## config.mk

```make
export PLATFORM = sky130hd
export DESIGN_NAME = sample_clock_drift_servo_unit
export DESIGN_NICKNAME = d
export VERILOG_FILES = /design/src/rtl/core/scds_pkg.sv /design/src/rtl/core/scds_div.sv /design/src/rtl/core/scds_mul.sv /design/src/rtl/core/sample_clock_drift_servo_unit.sv
export SDC_FILE = /design/constraint.sdc
export NUM_CORES = 2
export LEC_CHECK = 0
export BUFFER_PORTS_ARGS = -buffer_cell sky130_fd_sc_hd__buf_2
export CAP_MARGIN = 30
export CORE_AREA = 2 2 349 351
export DETAILED_ROUTE_END_ITERATION = 16
export DIE_AREA = 0 0 351 353
export GPL_TIMING_DRIVEN = 0
export PLACE_DENSITY = 0.72
export SYNTH_ARGS = -nofsm -noshare
export SYNTH_HDL_FRONTEND = slang
export SYNTH_SLANG_ARGS = --single-unit
```

## constraint.sdc

```tcl
create_clock -name clk -period 14.3 [get_ports clk]
set_clock_uncertainty 0.05 [all_clocks]
set_input_delay 2.86 -clock clk [delete_from_list [all_inputs] [get_ports clk]]
set_output_delay 2.86 -clock clk [all_outputs]
set_load 0.02 [all_outputs]
```

## src/rtl/core/scds_pkg.sv

```systemverilog
// Shared types, widths, register indexes and reset values for the sample clock drift servo.
// Used by scds_div, scds_mul, sample_clock_drift_servo_unit and the testbench. No dependencies.
`default_nettype none

package scds_pkg;

	// Field and register widths.
	localparam int unsigned TIME_W     = 64;
	localparam int unsigned POS_W      = 48;
	localparam int unsigned RATE_W     = 19;
	localparam int unsigned GAIN_W     = 16;
	localparam int unsigned THR_W      = 32;
	localparam int unsigned INTV_W     = 40;
	localparam int unsigned CNT_W      = 32;
	localparam int unsigned PROD_W     = TIME_W + GAIN_W;
	localparam int unsigned CFG_IDX_W  = 3;
	localparam int unsigned CFG_DATA_W = 40;

	// Default fixed-point formats.
	localparam int unsigned DEF_TIME_FRAC_BITS = 32;
	localparam int unsigned DEF_GAIN_FRAC_BITS = 16;

	// Register reset values.
	localparam logic [RATE_W-1:0] RST_SAMPLE_RATE     = RATE_W'(48000);
	localparam logic              RST_FREEWHEEL       = 1'b0;
	localparam logic [GAIN_W-1:0] RST_CONVERGE_GAIN   = GAIN_W'(655);
	localparam logic [THR_W-1:0]  RST_DRIFT_THRESHOLD = THR_W'(21474836);
	localparam logic [INTV_W-1:0] RST_REPORT_INTERVAL = 40'h01_0000_0000;

	// Configuration register indexes.
	localparam logic [CFG_IDX_W-1:0] REG_SAMPLE_RATE     = 3'd0;
	localparam logic [CFG_IDX_W-1:0] REG_FREEWHEEL       = 3'd1;
	localparam logic [CFG_IDX_W-1:0] REG_CONVERGE_GAIN   = 3'd2;
	localparam logic [CFG_IDX_W-1:0] REG_DRIFT_THRESHOLD = 3'd3;
	localparam logic [CFG_IDX_W-1:0] REG_REPORT_INTERVAL = 3'd4;

	// Command codes.
	localparam logic CMD_UPDATE = 1'b0;
	localparam logic CMD_REBASE = 1'b1;

	// Sequencer states of the top level.
	typedef enum logic [2:0] {
		ST_IDLE,
		ST_DIV,
		ST_SUM,
		ST_DRIFT,
		ST_MAG,
		ST_OVER,
		ST_MUL,
		ST_DONE
	} state_t;

endpackage

`default_nettype wire

```

## src/rtl/core/scds_div.sv

```systemverilog
// Bit-serial restoring divider: floor(dividend * 2^FRAC_BITS / divisor), low TIME_W bits.
// Depends on scds_pkg for field widths.
`default_nettype none

module scds_div #(
	parameter int unsigned FRAC_BITS = scds_pkg::DEF_TIME_FRAC_BITS
) (
	input  wire logic                          clk,
	input  wire logic                          arst_n,
	input  wire logic                          start,
	input  wire logic [scds_pkg::POS_W-1:0]    dividend,
	input  wire logic [scds_pkg::RATE_W-1:0]   divisor,
	output logic                               done,
	output logic [scds_pkg::TIME_W-1:0]        quotient
);

	localparam int unsigned N  = scds_pkg::POS_W + FRAC_BITS;
	localparam int unsigned CW = $clog2(N);
	localparam int unsigned RW = scds_pkg::RATE_W;

	logic [N-1:0]  dq_q;
	logic [RW-1:0] rem_q;
	logic [RW-1:0] dsr_q;
	logic [CW-1:0] cnt_q;
	logic          busy_q;
	logic          done_q;

	logic [RW:0] trial;
	logic [RW:0] diff;
	logic        qbit;

	// One quotient bit per cycle: bring down the next dividend bit and try a subtract.
	always_comb begin
		trial = {rem_q, dq_q[N-1]};
		diff  = trial - {1'b0, dsr_q};
		qbit  = (trial >= {1'b0, dsr_q});
	end

	// Step counter and completion pulse.
	always_ff @(posedge clk or negedge arst_n) begin
		if (!arst_n) begin
			busy_q <= 1'b0;
			done_q <= 1'b0;
			cnt_q  <= '0;
		end else begin
			done_q <= 1'b0;
			if (start) begin
				busy_q <= 1'b1;
				cnt_q  <= '0;
			end else if (busy_q) begin
				if (cnt_q == CW'(N - 1)) begin
					busy_q <= 1'b0;
					done_q <= 1'b1;
				end
				cnt_q <= cnt_q + CW'(1);
			end
		end
	end

	// Dividend shifts out at the top while quotient bits shift in at the bottom.
	always_ff @(posedge clk) begin
		if (start) begin
			dq_q  <= {dividend, {FRAC_BITS{1'b0}}};
			rem_q <= '0;
			dsr_q <= (divisor == '0) ? RW'(1) : divisor;
		end else if (busy_q) begin
			rem_q <= qbit ? diff[RW-1:0] : trial[RW-1:0];
			dq_q  <= {dq_q[N-2:0], qbit};
		end
	end

	assign done     = done_q;
	assign quotient = dq_q[scds_pkg::TIME_W-1:0];

endmodule

`default_nettype wire

```

## src/rtl/core/scds_mul.sv

```systemverilog
// Shift-and-add multiplier, one gain bit per cycle, most significant bit first.
// Depends on scds_pkg for field widths.
`default_nettype none

module scds_mul (
	input  wire logic                          clk,
	input  wire logic                          arst_n,
	input  wire logic                          start,
	input  wire logic [scds_pkg::TIME_W-1:0]   mcand,
	input  wire logic [scds_pkg::GAIN_W-1:0]   mplier,
	output logic                               done,
	output logic [scds_pkg::PROD_W-1:0]        product
);

	localparam int unsigned GW = scds_pkg::GAIN_W;
	localparam int unsigned PW = scds_pkg::PROD_W;
	localparam int unsigned CW = $clog2(GW);

	logic [PW-1:0]                  acc_q;
	logic [scds_pkg::TIME_W-1:0]    mcand_q;
	logic [GW-1:0]                  gsh_q;
	logic [CW-1:0]                  cnt_q;
	logic                           busy_q;
	logic                           done_q;

	// Step counter and completion pulse.
	always_ff @(posedge clk or negedge arst_n) begin
		if (!arst_n) begin
			busy_q <= 1'b0;
			done_q <= 1'b0;
			cnt_q  <= '0;
		end else begin
			done_q <= 1'b0;
			if (start) begin
				busy_q <= 1'b1;
				cnt_q  <= '0;
			end else if (busy_q) begin
				if (cnt_q == CW'(GW - 1)) begin
					busy_q <= 1'b0;
					done_q <= 1'b1;
				end
				cnt_q <= cnt_q + CW'(1);
			end
		end
	end

	// Double the partial sum and add the multiplicand when the next gain bit is set.
	always_ff @(posedge clk) begin
		if (start) begin
			acc_q   <= '0;
			mcand_q <= mcand;
			gsh_q   <= mplier;
		end else if (busy_q) begin
			acc_q <= {acc_q[PW-2:0], 1'b0} + (gsh_q[GW-1] ? PW'(mcand_q) : PW'(0));
			gsh_q <= {gsh_q[GW-2:0], 1'b0};
		end
	end

	assign done    = done_q;
	assign product = acc_q;

endmodule

`default_nettype wire

```

## src/rtl/core/sample_clock_drift_servo_unit.sv

```systemverilog
// Top level of the sample clock drift servo: register file, sequencer and output register.
// Depends on scds_pkg, scds_div and scds_mul.
//
// Channel   Direction  Handshake              Payload
// in        sink       in_valid / in_ready    command, sample_position, wall_time
// out       source     out_valid / out_ready  clock_time, drift, over_count, log_event
// cfg       sink       cfg_valid / cfg_ready  cfg_index, cfg_data
//
// One item at a time: a new beat is taken only in the idle state. An update beat passes the
// bit-serial divider of position by rate, which holds the sequencer until it is done, then
// the drift, magnitude and threshold states and the gain multiplier before its result is
// loaded. Freewheel and rebase items skip the multiplier and go straight from the sum to the
// result.
// The output register lets the next item in while a result beat waits for out_ready.
// Reset restores the register defaults and clears the timebase, counter and report time.
`default_nettype none

module sample_clock_drift_servo_unit #(
	parameter int unsigned TIME_FRAC_BITS = scds_pkg::DEF_TIME_FRAC_BITS,
	parameter int unsigned GAIN_FRAC_BITS = scds_pkg::DEF_GAIN_FRAC_BITS
) (
	input  wire logic                              clk,
	input  wire logic                              arst_n,
	input  wire logic                              in_valid,
	output logic                                   in_ready,
	input  wire logic                              command,
	input  wire logic [scds_pkg::POS_W-1:0]        sample_position,
	input  wire logic [scds_pkg::TIME_W-1:0]       wall_time,
	output logic                                   out_valid,
	input  wire logic                              out_ready,
	output logic [scds_pkg::TIME_W-1:0]            clock_time,
	output logic signed [scds_pkg::TIME_W-1:0]     drift,
	output logic [scds_pkg::CNT_W-1:0]             over_count,
	output logic                                   log_event,
	input  wire logic                              cfg_valid,
	output logic                                   cfg_ready,
	input  wire logic [scds_pkg::CFG_IDX_W-1:0]    cfg_index,
	input  wire logic [scds_pkg::CFG_DATA_W-1:0]   cfg_data
);

	localparam int unsigned TW = scds_pkg::TIME_W;

	scds_pkg::state_t state_q, state_d;

	// Configuration registers.
	logic [scds_pkg::RATE_W-1:0] rate_q;
	logic                        freewheel_q;
	logic [scds_pkg::GAIN_W-1:0] gain_q;
	logic [scds_pkg::THR_W-1:0]  thr_q;
	logic [scds_pkg::INTV_W-1:0] intv_q;

	// Servo state.
	logic [TW-1:0]              base_q;
	logic [scds_pkg::CNT_W-1:0] cnt_q;
	logic [TW-1:0]              last_q;

	// Per-item working registers.
	logic          cmd_q;
	logic [TW-1:0] wall_q;
	logic [TW-1:0] off_q;
	logic [TW-1:0] sum_q;
	logic [TW-1:0] drift_q;
	logic [TW-1:0] mag_q;
	logic          neg_q;
	logic [TW-1:0] since_q;
	logic          log_q;

	// Output register.
	logic                       out_valid_q;
	logic [TW-1:0]              out_clock_q;
	logic [TW-1:0]              out_drift_q;
	logic [scds_pkg::CNT_W-1:0] out_cnt_q;
	logic                       out_log_q;

	// Sequencer controls.
	logic in_fire;
	logic div_start;
	logic mul_start;
	logic out_load;

	// Unit interfaces.
	logic                          div_done;
	logic [TW-1:0]                 div_quo;
	logic                          mul_done;
	logic [scds_pkg::PROD_W-1:0]   mul_prod;
	logic [TW-1:0]                 corr;
	logic                          over_hit;
	logic                          report_ok;

	scds_div #(
		.FRAC_BITS (TIME_FRAC_BITS)
	) u_div (
		.clk      (clk),
		.arst_n   (arst_n),
		.start    (div_start),
		.dividend (sample_position),
		.divisor  (rate_q),
		.done     (div_done),
		.quotient (div_quo)
	);

	scds_mul u_mul (
		.clk     (clk),
		.arst_n  (arst_n),
		.start   (mul_start),
		.mcand   (mag_q),
		.mplier  (gain_q),
		.done    (mul_done),
		.product (mul_prod)
	);

	// Correction magnitude, threshold test and report spacing test.
	always_comb begin
		corr      = TW'(mul_prod >> GAIN_FRAC_BITS);
		over_hit  = (mag_q > TW'(thr_q));
		report_ok = !since_q[TW-1] && (since_q >= TW'(intv_q));
	end

	// Next state.
	always_comb begin
		state_d = state_q;
		unique case (state_q)
			scds_pkg::ST_IDLE: begin
				if (in_valid) state_d = scds_pkg::ST_DIV;
			end
			scds_pkg::ST_DIV: begin
				if (div_done) state_d = scds_pkg::ST_SUM;
			end
			scds_pkg::ST_SUM: begin
				if (cmd_q == scds_pkg::CMD_REBASE || freewheel_q) begin
					state_d = scds_pkg::ST_DONE;
				end else begin
					state_d = scds_pkg::ST_DRIFT;
				end
			end
			scds_pkg::ST_DRIFT: state_d = scds_pkg::ST_MAG;
			scds_pkg::ST_MAG:   state_d = scds_pkg::ST_OVER;
			scds_pkg::ST_OVER:  state_d = scds_pkg::ST_MUL;
			scds_pkg::ST_MUL: begin
				if (mul_done) state_d = scds_pkg::ST_DONE;
			end
			scds_pkg::ST_DONE: begin
				if (!out_valid_q || out_ready) state_d = scds_pkg::ST_IDLE;
			end
			default: state_d = scds_pkg::ST_IDLE;
		endcase
	end

	// Sequencer outputs.
	always_comb begin
		in_ready  = (state_q == scds_pkg::ST_IDLE);
		in_fire   = in_valid && in_ready;
		div_start = in_fire;
		mul_start = (state_q == scds_pkg::ST_OVER);
		out_load  = (state_q == scds_pkg::ST_DONE) && (!out_valid_q || out_ready);
	end

	// Control state, configuration registers and servo state.
	always_ff @(posedge clk or negedge arst_n) begin
		if (!arst_n) begin
			state_q     <= scds_pkg::ST_IDLE;
			rate_q      <= scds_pkg::RST_SAMPLE_RATE;
			freewheel_q <= scds_pkg::RST_FREEWHEEL;
			gain_q      <= scds_pkg::RST_CONVERGE_GAIN;
			thr_q       <= scds_pkg::RST_DRIFT_THRESHOLD;
			intv_q      <= scds_pkg::RST_REPORT_INTERVAL;
			base_q      <= '0;
			cnt_q       <= '0;
			last_q      <= '0;
			out_valid_q <= 1'b0;
		end else begin
			state_q <= state_d;

			// Register writes; indexes beyond the list are dropped.
			if (cfg_valid) begin
				unique case (cfg_index)
					scds_pkg::REG_SAMPLE_RATE:     rate_q      <= cfg_data[scds_pkg::RATE_W-1:0];
					scds_pkg::REG_FREEWHEEL:       freewheel_q <= cfg_data[0];
					scds_pkg::REG_CONVERGE_GAIN:   gain_q      <= cfg_data[scds_pkg::GAIN_W-1:0];
					scds_pkg::REG_DRIFT_THRESHOLD: thr_q       <= cfg_data[scds_pkg::THR_W-1:0];
					scds_pkg::REG_REPORT_INTERVAL: intv_q      <= cfg_data[scds_pkg::INTV_W-1:0];
					default: ;
				endcase
			end

			// A rebase moves the base so that base plus offset equals the wall time.
			if (state_q == scds_pkg::ST_SUM && cmd_q == scds_pkg::CMD_REBASE) begin
				base_q <= wall_q - off_q;
			end

			// Over-threshold bookkeeping.
			if (state_q == scds_pkg::ST_OVER && over_hit) begin
				cnt_q <= cnt_q + scds_pkg::CNT_W'(1);
				if (report_ok) last_q <= wall_q;
			end

			// Move the base by the scaled drift.
			if (state_q == scds_pkg::ST_MUL && mul_done) begin
				base_q <= neg_q ? (base_q - corr) : (base_q + corr);
			end

			if (out_load) begin
				out_valid_q <= 1'b1;
			end else if (out_ready) begin
				out_valid_q <= 1'b0;
			end
		end
	end

	// Working registers and the output payload.
	always_ff @(posedge clk) begin
		if (in_fire) begin
			cmd_q  <= command;
			wall_q <= wall_time;
		end
		if (div_done) off_q <= div_quo;
		if (state_q == scds_pkg::ST_SUM) begin
			sum_q   <= base_q + off_q;
			drift_q <= '0;
			log_q   <= 1'b0;
		end
		if (state_q == scds_pkg::ST_DRIFT) drift_q <= wall_q - sum_q;
		if (state_q == scds_pkg::ST_MAG) begin
			neg_q   <= drift_q[TW-1];
			mag_q   <= drift_q[TW-1] ? (TW'(0) - drift_q) : drift_q;
			since_q <= wall_q - last_q;
		end
		if (state_q == scds_pkg::ST_OVER) log_q <= over_hit && report_ok;
		if (out_load) begin
			out_clock_q <= base_q + off_q;
			out_drift_q <= drift_q;
			out_cnt_q   <= cnt_q;
			out_log_q   <= log_q;
		end
	end

	assign cfg_ready  = 1'b1;
	assign out_valid  = out_valid_q;
	assign clock_time = out_clock_q;
	assign drift      = $signed(out_drift_q);
	assign over_count = out_cnt_q;
	assign log_event  = out_log_q;

`ifndef SYNTHESIS
	// A reported drift is over a non-negative threshold, so it cannot be zero.
	a_log_needs_drift: assert property (@(posedge clk) disable iff (!arst_n)
		out_valid && log_event |-> drift != 0)
		else $error("log flag raised with zero drift");

	// The divider finishes only while the sequencer waits for it.
	a_div_done_state: assert property (@(posedge clk) disable iff (!arst_n)
		div_done |-> state_q == scds_pkg::ST_DIV)
		else $error("divider finished outside the divide state");

	// The multiplier finishes only while the sequencer waits for it.
	a_mul_done_state: assert property (@(posedge clk) disable iff (!arst_n)
		mul_done |-> state_q == scds_pkg::ST_MUL)
		else $error("multiplier finished outside the multiply state");

	// An accepted input beat starts the divide at once.
	a_accept_divides: assert property (@(posedge clk) disable iff (!arst_n)
		in_valid && in_ready |=> state_q == scds_pkg::ST_DIV)
		else $error("accepted beat did not start the divider");
`endif

endmodule

`default_nettype wire

```

==> flow_summary.toml <==
[cells_and_area]
multi_input_comb_area_um2 = 32200
layout-drive-gt1-share_pct = 10.6
design_area_um2 = 73700
final_core_util_pct = 61.1
fillerInstances = 10000
final_cell_mix = "695 x edfxtp_1, 533 x a21oi_1, 526 x nand2_1, 477 x nor2_1, 474 x ha_1"
area_growth_pct = 12.5
register_area_um2 = 30700
final_common_cell = "edfxtp_1"
nNetsFinal = 7606
finalNonFillerCells = 8698

[logic_synthesis]
synth_fp_nets = 7138
ys_ff_latch = 1113
syn_area_um2 = 65500
yosysWarnings = 0
yosysSeqAreaShare_pct = 46.9
synth_flop_cell = "edfxtp_1"
syn_area_per_cell_um2 = 10.1
postSynth.asyncResetShare_pct = 25.8
synth_edf_count = 695
ys_types = 81
syn_inst = 6496

[placement]
dp_hpwl_um = 159000
gp_congestion = 0.981
placedCellCount = 8471
portBuffers = 323
postPlaceCellArea_um2 = 69700
pre_cts_slack_ns = 7.87

[sta]
slew_violations = 0
worst_slew_pin_slew_ns = 1.00
setup_violations = 0
fmax_mhz = 150
final_hold_viol_count = 0
holdWs_ns = 0.374
post-route-period-util_pct = 46.7
setup_ws_ns = 7.62
tns_ns = 0
slew_headroom_pct = 32.6
rsz0062_at_grt = "no"
period_needed_ns = 6.68

[clock_tree]
cts.sinks = 1113
root_buffer = "clkbuf_16"
cts_setup_buffers = 0
path_clk_slew_ns = 0.06
clockBufferDepth = 3
clock_latency_ns = 0.76
cts_buffers = 115
hold_buffers = 0
cts_max_level = 3
cts_tree = "built"
cts.repair.resized = 0

[hold_path]
hold_start = "log_q$_SDFFCE_PN0P_"
hp-class = "flop to flop"

[worst_setup_path]
worst-path-max-fanout = 7
reg2reg_from = "u_mul.product[25]$_SDFFE_PP0P_"
critPathKind = "flop to flop"
rrSetupSlack_ns = 7.62
crit_required_ns = 14.86
critical_path.startpoint = "u_mul.product[25]$_SDFFE_PP0P_"
cp-start-kind = "flop"
worstPathArrival_ns = 7.23
critPathCaptureType = "flop"

[power_and_ir_drop]
power.density_nw_per_um2 = 229
p_leak_nw = 31.5
vdd_drop_max_mv = 0.129
power_mw = 16.9

[detailed_routing]
drt_iter0_markers = 5198
viasPerCell = 5.97
first_pass_iters = 6
route.vias.total = 52000
routed_wl_um = 199000
drc = 0
ant_nets = 0
wl_per_cell_um = 22.8

[floorplan]
start_util_pct = 54.3
rows = 128
core_um2 = 121000
die_h_um = 353
pin_count = 325
die_area_um2 = 124000
die_w_um = 351

[grt]
gr-usage-all-layers_pct = 31.7
grt_overflow_total = 0
grt_start_max_net_pins = 108
antenna_found_initial = 12
grt_pass1_vias = 49900
grt_pass1_wl_um = 298000

[run_status]
status = "completed"

[run]
drv_cap = 0
[power breakdown]
| group | internal [mW] | total, mW | switching [mW] |
|---|---|---|---|
| logic | 3.14 | 8.12 | 4.99 |
| registers | 4.86 | 5.67 | 0.802 |
| clock network | 1.78 | 3.10 | 1.33 |
[Yosys cell counts, types with 18 or more instances]
library cell  instances  area (um^2)
o211ai_1             30          225
a31oi_1              67          419
nand3_1             153          766
inv_1               423         1590
edfxtp_1            695        20900
a21oi_1             534         2670
nor4_1               45          282
o21a_1               42          315
mux2i_1              95          951
o31a_1               19          166
o21bai_1             78          586
nor3_1               90          450
a211oi_1             81          608
and2_1               92          576
o31ai_1              28          210
buf_1                24         90.1
nor2b_1              68          425
nand4_1             116          726
dfstp_2              26          683
o21ai_0             350         1750
a221o_1              18          180
ha_1                474         5930
clkbuf_1            237          890
nand2b_1             53          332
nor2_1              478         1790
mux2_2              135         1520
or3_1                37          231
xnor2_1             383         3350
a21o_1              240         1800
nand2_1             526         1970
dfrtp_1             261         6530
and3_1               57          357
dfxtp_1             131         2620
xor2_1              150         1310
[area by class of cell]
| type | count | share of cell area [%] |
|---|---|---|
| Multi-Input combinational cell | 4695 | 43.7 |
| Sequential cell | 1113 | 41.7 |
| Clock buffer | 154 | 4.37 |
| Timing Repair Buffer | 351 | 2.98 |
| Tap cell | 1625 | 2.76 |
| Inverter | 424 | 2.16 |
| Buffer | 264 | 1.36 |
| Clock inverter | 65 | 0.934 |
| Antenna cell | 7 | 0.0238 |
[routing by layer]
metal / track usage, % / part of all wire [%] / vias to the layer above / wire [um]
li1: - / - / 24500 / -
met5: 0 / 0.0045 / - / 9
met4: 13.9 / 4.7 / 2 / 9410
met1: 44.6 / 43 / 24900 / 84900
met2: 48.7 / 44 / 2197 / 87200
met3: 4.73 / 8.6 / 400 / 17000
[worst paths after layout]
check | end | depth (start not counted)
max | base_q[62]$_DFFE_PN0P_ | 22
min | log_event$_DFFE_PP_ | 0
max reg2reg | base_q[62]$_DFFE_PN0P_ | 22
min reg2reg | log_event$_DFFE_PP_ | 0
max in group asynchronous | cnt_q[31]$_DFFE_PN0P_ | 3
min in group asynchronous | rate_q[2]$_DFFE_PN0P_ | 1
[critical path, cell delays in order, from the launching register on]
cell and delay, ns:
dfxtp_1 0.40, or4_1 0.58, nor3_1 0.30, nand4_1 0.30, nor4_1 0.92, and3b_1 0.33, and2_1 0.25, nand2_1 0.10
nor3_1 0.46, a31oi_1 0.19, xnor2_1 0.26, ha_1 0.27, clkbuf_1 0.19, a21oi_1 0.29, o21ai_0 0.21, a21oi_1 0.17
o21ai_0 0.13, a221o_1 0.36, a21oi_1 0.14, o31ai_1 0.10, xnor2_1 0.19, nor2_1 0.06, a221o_1 0.28
[kinds of logic after synthesis]
| family | share of synthesized area (%) |
|---|---|
| AND/OR/NAND/NOR | 12.9 |
| AO/OA/AOI/OAI | 16.0 |
| flip-flops | 46.9 |
| buffers and inverters | 3.95 |
| XOR/XNOR | 7.13 |
| adder cells (fa/ha/maj) | 9.27 |
| multiplexers | 3.77 |
| other | 0.00573 |
Power figures use the tool's default switching activity.
